`config.mk`:
```
export PLATFORM = sky130hd
export DESIGN_NAME = firmware_image_receiver_crc32_flat
export DESIGN_NICKNAME = d
export VERILOG_FILES = /design/src/rtl/fwrx_pkg.sv /design/src/rtl/fwrx_ifs.sv /design/src/rtl/firmware_image_receiver_crc32.sv /design/src/flat_wrapper.sv
export SDC_FILE = /design/constraint.sdc
export NUM_CORES = 1
export LEC_CHECK = 0
export BUFFER_PORTS_ARGS = -buffer_cell sky130_fd_sc_hd__buf_4
export CAP_MARGIN = 30
export CORE_ASPECT_RATIO = 1.25
export CORE_UTILIZATION = 50
export DETAILED_ROUTE_END_ITERATION = 10
export GPL_ROUTABILITY_DRIVEN = 0
export GPL_TIMING_DRIVEN = 0
export PLACE_DENSITY = 0.75
export REMOVE_ABC_BUFFERS = 1
export SLEW_MARGIN = 20
export SYNTH_ARGS = -nofsm -noshare
export SYNTH_HDL_FRONTEND = slang
export SYNTH_SLANG_ARGS = --single-unit
```
`constraint.sdc`:
```
create_clock -name clk -period 5.06 [get_ports clk]
set_input_delay 0.759 -clock clk [delete_from_list [all_inputs] [get_ports clk]]
set_output_delay 0.759 -clock clk [all_outputs]
set_load 0.05 [all_outputs]
```
`src/rtl/fwrx_pkg.sv`:
```
// ----------------------------------------------------------------------------
// fwrx_pkg: shared types and constants for the firmware image receiver
// Operation codes, boot flag actions and the byte-wide reflected CRC-32 update.
// ----------------------------------------------------------------------------
package fwrx_pkg;

  localparam logic [31:0] CRC_INIT = 32'hFFFF_FFFF;
  localparam logic [31:0] CRC_POLY = 32'hEDB8_8320;

  typedef enum logic [1:0] {
    OP_START = 2'd0,
    OP_DATA  = 2'd1,
    OP_CHECK = 2'd2
  } op_t;

  typedef enum logic [1:0] {
    BOOT_UNCHANGED = 2'd0,
    BOOT_SET       = 2'd1,
    BOOT_CLEAR     = 2'd2
  } boot_action_t;

  // Folds one byte into a reflected CRC-32; this unrolls into an XOR network.
  function automatic logic [31:0] crc_byte(input logic [31:0] crc_in,
                                           input logic [7:0]  data);
    logic [31:0] crc;
    crc = crc_in ^ {24'd0, data};
    for (int k = 0; k < 8; k++) begin
      crc = (crc >> 1) ^ (CRC_POLY & {32{crc[0]}});
    end
    return crc;
  endfunction

endpackage

```
`src/rtl/fwrx_ifs.sv`:
```
// ----------------------------------------------------------------------------
// fwrx channel interfaces
// Valid/ready channels for upload requests and their results.
// ----------------------------------------------------------------------------
interface fwrx_req_if;
  logic        valid;
  logic        ready;
  logic [1:0]  op;
  logic [7:0]  data_byte;
  logic        batch_end;
  logic        flash_ok;
  logic [31:0] expected_crc;

  modport source (output valid, op, data_byte, batch_end, flash_ok, expected_crc,
                  input ready);
  modport sink (input valid, op, data_byte, batch_end, flash_ok, expected_crc,
                output ready);
endinterface

interface fwrx_res_if;
  logic        valid;
  logic        ready;
  logic        ok;
  logic [31:0] write_address;
  logic [1:0]  boot_flag_action;
  logic [31:0] computed_crc;

  modport source (output valid, ok, write_address, boot_flag_action, computed_crc,
                  input ready);
  modport sink (input valid, ok, write_address, boot_flag_action, computed_crc,
                output ready);
endinterface

```
`src/rtl/firmware_image_receiver_crc32.sv`:
```
// ----------------------------------------------------------------------------
// firmware_image_receiver_crc32: upload session engine with running CRC-32
// Tracks one upload session, reports the flash address of each byte and
// checks the finished image against an expected reflected CRC-32.
// ----------------------------------------------------------------------------
//  Channel   Direction  Handshake     Contents
//  request   in         valid/ready   op, data_byte, batch_end, flash_ok, expected_crc
//  result    out        valid/ready   ok, write_address, boot_flag_action, computed_crc
//  cfg       in         write enable  base_address
//
// The session state and the result register are both loaded at the edge that
// accepts a request, so the result shows in the next cycle. One request is
// accepted per cycle unless the result stalls; the byte-wide CRC XOR network sets
// the path. A stalled result blocks a new request only while it is still held.
// Synchronous reset closes the session, zeroes the address and presets the CRC.
module firmware_image_receiver_crc32 (
  input  logic            clk,
  input  logic            rst,
  input  logic            cfg_write_en,
  input  logic [31:0]     cfg_write_data,
  fwrx_req_if.sink        request,
  fwrx_res_if.source      result
);

  logic [31:0] base_address;
  logic        session_active;
  logic [31:0] next_address;
  logic [31:0] crc_register;

  logic        session_active_next;
  logic [31:0] next_address_next;
  logic [31:0] crc_register_next;
  logic        ok_next;
  logic [31:0] write_address_next;
  fwrx_pkg::boot_action_t action_next;

  logic        res_valid;
  logic        res_ok;
  logic [31:0] res_address;
  fwrx_pkg::boot_action_t res_action;
  logic [31:0] res_crc;

  logic        req_fire;

  assign request.ready = ~res_valid | result.ready;
  assign req_fire      = request.valid & request.ready;

  always_comb begin
    session_active_next = session_active;
    next_address_next   = next_address;
    crc_register_next   = crc_register;
    ok_next             = 1'b0;
    action_next         = fwrx_pkg::BOOT_UNCHANGED;
    case (fwrx_pkg::op_t'(request.op))
      fwrx_pkg::OP_START: begin
        if (request.flash_ok) begin
          session_active_next = 1'b1;
          next_address_next   = base_address;
          crc_register_next   = fwrx_pkg::CRC_INIT;
          ok_next             = 1'b1;
        end
      end
      fwrx_pkg::OP_DATA: begin
        if (session_active) begin
          if (request.flash_ok) begin
            crc_register_next = fwrx_pkg::crc_byte(crc_register, request.data_byte);
            next_address_next = next_address + 32'd1;
            ok_next           = 1'b1;
          end else begin
            session_active_next = 1'b0;
          end
        end
      end
      fwrx_pkg::OP_CHECK: begin
        if (session_active) begin
          if (~crc_register == request.expected_crc) begin
            ok_next     = 1'b1;
            action_next = fwrx_pkg::BOOT_SET;
          end else begin
            action_next = fwrx_pkg::BOOT_CLEAR;
          end
        end
      end
      default: begin
      end
    endcase
    // A data byte reports the address it was tried at; anything else reports
    // where the session stands afterwards.
    if ((fwrx_pkg::op_t'(request.op) == fwrx_pkg::OP_DATA) && session_active) begin
      write_address_next = next_address;
    end else begin
      write_address_next = next_address_next;
    end
  end

  always_ff @(posedge clk) begin
    if (rst) begin
      base_address <= '0;
    end else if (cfg_write_en) begin
      base_address <= cfg_write_data;
    end
  end

  always_ff @(posedge clk) begin
    if (rst) begin
      session_active <= 1'b0;
      next_address   <= '0;
      crc_register   <= fwrx_pkg::CRC_INIT;
    end else if (req_fire) begin
      session_active <= session_active_next;
      next_address   <= next_address_next;
      crc_register   <= crc_register_next;
    end
  end

  always_ff @(posedge clk) begin
    if (rst) begin
      res_valid <= 1'b0;
    end else if (req_fire) begin
      res_valid <= 1'b1;
    end else if (result.ready) begin
      res_valid <= 1'b0;
    end
  end

  always_ff @(posedge clk) begin
    if (req_fire) begin
      res_ok      <= ok_next;
      res_address <= write_address_next;
      res_action  <= action_next;
      res_crc     <= ~crc_register_next;
    end
  end

  assign result.valid            = res_valid;
  assign result.ok               = res_ok;
  assign result.write_address    = res_address;
  assign result.boot_flag_action = res_action;
  assign result.computed_crc     = res_crc;

`ifndef SYNTHESIS
  // A successful erase always yields a successful result on the next cycle.
  a_start_ok: assert property (@(posedge clk) disable iff (rst)
    (req_fire && request.op == fwrx_pkg::OP_START && request.flash_ok)
      |=> (result.valid && result.ok))
    else $error("start with good erase did not report success");

  // Setting the boot flag only happens on a matching CRC.
  a_set_means_ok: assert property (@(posedge clk) disable iff (rst)
    (result.valid && result.boot_flag_action == fwrx_pkg::BOOT_SET) |-> result.ok)
    else $error("boot flag set without success");

  // A check outside a session never touches the boot flag.
  a_check_idle: assert property (@(posedge clk) disable iff (rst)
    (req_fire && request.op == fwrx_pkg::OP_CHECK && !session_active)
      |=> (result.boot_flag_action == fwrx_pkg::BOOT_UNCHANGED && !result.ok))
    else $error("check outside a session changed the boot flag");

  // The reported CRC always tracks the live CRC state.
  a_crc_tracks: assert property (@(posedge clk) disable iff (rst)
    result.valid |-> (result.computed_crc == ~crc_register))
    else $error("reported CRC differs from CRC state");
`endif

endmodule
```
`src/flat_wrapper.sv`:
```
// flat-port wrapper written by rule: the top's interface ports become plain ports
module firmware_image_receiver_crc32_flat 
  (clk, rst, cfg_write_en, cfg_write_data, request_valid, request_op, request_data_byte, request_batch_end, request_flash_ok, request_expected_crc, request_ready, result_valid, result_ok, result_write_address, result_boot_flag_action, result_computed_crc, result_ready);
  fwrx_req_if request_i ();
  fwrx_res_if result_i ();
  input  logic clk;
  input  logic rst;
  input  logic cfg_write_en;
  input  logic [31:0] cfg_write_data;
  input wire logic [$bits(request_i.valid)-1:0] request_valid;
  input wire logic [$bits(request_i.op)-1:0] request_op;
  input wire logic [$bits(request_i.data_byte)-1:0] request_data_byte;
  input wire logic [$bits(request_i.batch_end)-1:0] request_batch_end;
  input wire logic [$bits(request_i.flash_ok)-1:0] request_flash_ok;
  input wire logic [$bits(request_i.expected_crc)-1:0] request_expected_crc;
  output wire logic [$bits(request_i.ready)-1:0] request_ready;
  output wire logic [$bits(result_i.valid)-1:0] result_valid;
  output wire logic [$bits(result_i.ok)-1:0] result_ok;
  output wire logic [$bits(result_i.write_address)-1:0] result_write_address;
  output wire logic [$bits(result_i.boot_flag_action)-1:0] result_boot_flag_action;
  output wire logic [$bits(result_i.computed_crc)-1:0] result_computed_crc;
  input wire logic [$bits(result_i.ready)-1:0] result_ready;
  assign request_i.valid = request_valid;
  assign request_i.op = request_op;
  assign request_i.data_byte = request_data_byte;
  assign request_i.batch_end = request_batch_end;
  assign request_i.flash_ok = request_flash_ok;
  assign request_i.expected_crc = request_expected_crc;
  assign request_ready = request_i.ready;
  assign result_valid = result_i.valid;
  assign result_ok = result_i.ok;
  assign result_write_address = result_i.write_address;
  assign result_boot_flag_action = result_i.boot_flag_action;
  assign result_computed_crc = result_i.computed_crc;
  assign result_i.ready = result_ready;
  firmware_image_receiver_crc32 u_core (.clk(clk), .rst(rst), .cfg_write_en(cfg_write_en), .cfg_write_data(cfg_write_data), .request(request_i), .result(result_i));
endmodule
```
==> flow_metrics.tcl <==
set metrics [dict create \
    drcViolationCount 0 \
    antenna_cells_inserted 0 \
    syn_to_final_growth_pct 23.23 \
    cp-endpoint "u_core.next_address[28]" \
    critical_path_class "in2reg" \
    worst_ir_drop_vdd_v 0.0001938 \
    drtPass1Iterations 7 \
    tritoncts "built" \
    period_minus_slack_ns 2.963 \
    synthArstFlopShare_pct 0 \
    crit_required_ns 5.33 \
    cap_violations 0 \
    max_freq_mhz 337.5 \
    first_iter_violations 704 \
    initial_core_util_pct 51.76 \
    cts_setup_buffers 0 \
    synth.yosys.seq_area_share_pct 46.82 \
    number_of_fill_cells_in_the_layout 1404 \
    path_cells "buf_4 -> nand2b_1 -> nand2_2 -> inv_6 -> buf_16 -> nand2_1 -> or3_1 -> nand3_1 -> a31oi_1" \
    floorplan.die.height_um 147.7 \
    status "completed" \
    clk_transition_reported_paths_ns 0.06 \
    viasPerCell 5.894 \
    crit_path_top_delay_cell "or3_1" \
    cts_inserted_buffers 17 \
    crit_arrival_ns 3.24 \
    final_cell_area_mm2 0.01046 \
    p_per_cell_area_mw_per_mm2 352.0 \
    boundaryPins 150 \
    rr_endpoint "u_core.next_address[27]" \
    rsz0062_at_grt "false" \
    final-hold-violation-count 0 \
    cts-root-to-sink-buffers 2 \
    crit_share_post_route_pct 58.56 \
    grt_antenna_before_repair 0 \
    holdCritPathClass "reg2reg" \
    detailed_place_hpwl_um 15660 \
    critical_path.startpoint_type "primary input" \
    ys.warnings.count 0 \
    floorplan.die.width_um 118.5 \
    fin_skew_ns 0.009895 \
    drt_wl_cell_um 18.53 \
    report.final.setup_viol 0 \
    post_placement_cell_area_mm2 0.009768 \
    grt_first_pass_wirelength_um 36590 \
    slew_violations 0 \
    core_area_mm2 0.01640 \
    static-leakage-power_nw 4.100 \
    gr-usage-all-layers_pct 26.89 \
    multi_input_area_mm2 0.004235 \
    yosysUniqueCellTypes 65 \
    buffer_ports.inserted 148 \
    post_synth.cell_area_avg_um2 9.461 \
    ctsHoldBuffers 0 \
    worst_slew_margin_relative_to_its_limit_pct 33.16 \
    ys_ff_latch 165 \
    cts_htree_levels 4 \
    crit_fanout 70 \
    final_layout_size_suffix_gt1_share_pct 21.00 \
    first_global_vias 6938 \
    postLayoutSetupSlackWorst_ns 2.097 \
    reg2reg_slack_ns 2.18 \
    syn_inst 897 \
    cts_sinks 165 \
    pin_count_of_the_biggest_net_entering_global_routing 86 \
    netlist_area_mm2 0.008487 \
    final_antenna_net_count 0 \
    design.die.area_mm2 0.01750 \
    worstReg2RegStart "u_core.next_address[4]" \
    dpl_worst_slack_ns 1.429 \
    timing_worst_slew_pin_value_ns 1.003 \
    synth_edf_count 67 \
    core.rowCount 52 \
    nNetsFinal 1093 \
    critical_path.max_stage_delay_ns 0.45 \
    vias 7309 \
    overflow 0 \
    synth_flop_cell "dfxtp_1" \
    clock_root_buffer "clkbuf_16" \
    worstSetupStartpoint "result_ready" \
    crit_path_end_kind "flip-flop" \
    timing.reg2reg.worst_path_depth 6 \
    seq_area_mm2 0.003974 \
    post_cts_gate_resize_count 0 \
    total_routed_wirelength_um 22980 \
    worstSkewPairLatency_ns 0.44 \
]
[sequential cells by signal (all words and copies together) (netlist names), named ones only]
signal and cells:
u_core.result.computed_crc 32, u_core.session_active 1, u_core.next_address 32, u_core.result.ok 1
u_core.base_address 32, u_core.result.valid 1, u_core.result.write_address 32, u_core.result.boot_flag_action 2
u_core.crc_register 24
[cell families after synthesis]
logic type	after synthesis	share of synthesized area [%]
buffers and inverters	76	3.553
muxes	41	4.909
DFF	165	46.82
xor gates and xnor gates	104	12.89
and+or+nand+nor	286	14.74
adders and majority gates	1	0.1474
AOI/OAI and AO/OA	224	16.94
[placed cells by master, fill, tap and decap left out, types with 6 or more instances in the layout]
cell	synthesis	routed
xor2_1	44	44
edfxtp_1	67	67
o21ai_1	7	7
clkbuf_16	0	17
a211oi_1	9	9
bufinv_16	0	6
nand3_1	20	20
xnor2_2	6	6
nand2_1	121	120
xnor2_1	44	44
a31oi_1	11	11
mux2i_1	36	36
a21o_1	7	7
nor4_1	10	10
o22ai_1	26	26
nand4_1	22	22
o21ai_0	33	33
nor3_1	7	6
inv_1	15	14
dfxtp_1	98	98
buf_4	1	148
a22oi_1	12	12
a21oi_1	66	66
nor2_1	84	83
[through the flow]
| stage | hold slack (ns) | total power, mW | TNS (ns) | util (%) | std cells |
|---|---|---|---|---|---|
| 2_1_floorplan | 0.4477 | 1.980 | -2.716 | - | 837 |
| 3_3_place_gp | 0.4764 | 2.204 | -117.43 | 58.71 | 1201 |
| 3_5_place_dp | 0.4844 | 2.222 | 0 | 59.58 | 1206 |
| 4_1_cts | 0.4985 | 3.692 | 0 | 63.67 | 1238 |
| 5_1_grt | 0.5297 | 3.803 | 0 | 63.79 | 1240 |
| 6_report | 0.4943 | 3.682 | 0 | 63.79 | 1240 |
[metal layers]
layer,vias to the layer above,track usage (%),wire length (µm)
met5,-,0,0
met2,335,44.39,11120
met4,0,12.66,790
li1,3478,-,-
met1,3443,33.92,9631
met3,53,5.285,1443
[how the worst min path moves through the flow]
| stage | cells past startpoint | slack, ns | startpoint | endpoint |
|---|---|---|---|---|
| 6_report | 2 | 0.49 | u_core.base_address[5] | u_core.base_address[5] |
| 5_1_grt | 2 | 0.53 | u_core.base_address[6] | u_core.base_address[6] |
| 4_1_cts | 2 | 0.50 | u_core.base_address[18] | u_core.base_address[18] |
| 3_5_place_dp | 2 | 0.48 | u_core.base_address[15] | u_core.next_address[15] |
| 3_3_place_gp | 2 | 0.48 | u_core.base_address[14] | u_core.base_address[14] |
| 2_1_floorplan | 2 | 0.45 | u_core.base_address[15] | u_core.next_address[15] |
[cell type report]
cell class	count	share of cell area, %
Tap cell	216	2.584
Inverter	16	0.6221
Timing Repair Buffer	155	11.89
Clock buffer	19	4.235
Sequential cell	165	37.99
Clock inverter	13	2.177
Multi-Input combinational cell	656	40.50
[cells in the mapped netlist (3+ instances only)]
cell	number	area (µm²)
a221oi_1	3	26.28
o221ai_1	5	43.79
a21oi_1	66	330.3
xnor2_1	44	385.4
edfxtp_1	67	2012
nor2_1	84	315.3
a211oi_1	9	67.56
o31a_1	4	35.03
o21ai_0	33	165.2
xnor3_1	4	90.09
xor2_1	44	385.4
o32a_1	5	50.05
or4_1	3	22.52
mux2_2	5	56.30
xnor2_2	6	97.59
buf_1	10	37.54
a22oi_1	12	90.09
dfxtp_1	98	1962
nand3_1	20	100.1
nor3_1	7	35.03
nand2b_1	4	25.02
mux2i_1	36	360.4
o21ai_1	7	35.03
nor4_1	10	62.56
a222oi_1	3	30.03
o211ai_1	5	37.54
o31ai_1	5	37.54
a22o_1	5	43.79
or2_2	3	18.77
nand4_1	22	137.6
buf_2	9	45.04
or3_1	3	18.77
nand2_1	121	454.2
inv_1	15	56.30
a21o_1	7	52.55
o22ai_1	26	162.7
a31oi_1	11	68.82
clkbuf_1	39	146.4
[power breakdown]
| group | switching, mW | internal [mW] |
|---|---|---|
| logic | 0.416 | 0.268 |
| registers | 0.0547 | 1.46 |
| clock network | 0.546 | 0.938 |
| total | 1.02 | 2.67 |
[critical path: cells and delay by family]
kind                   cells  cell delay (ns)
AND/OR/NAND/NOR            5             1.50
buffers and inverters      3             0.82
AO/OA/AOI/OAI              1             0.09
Note: power is estimated with default switching activity, not from simulation.
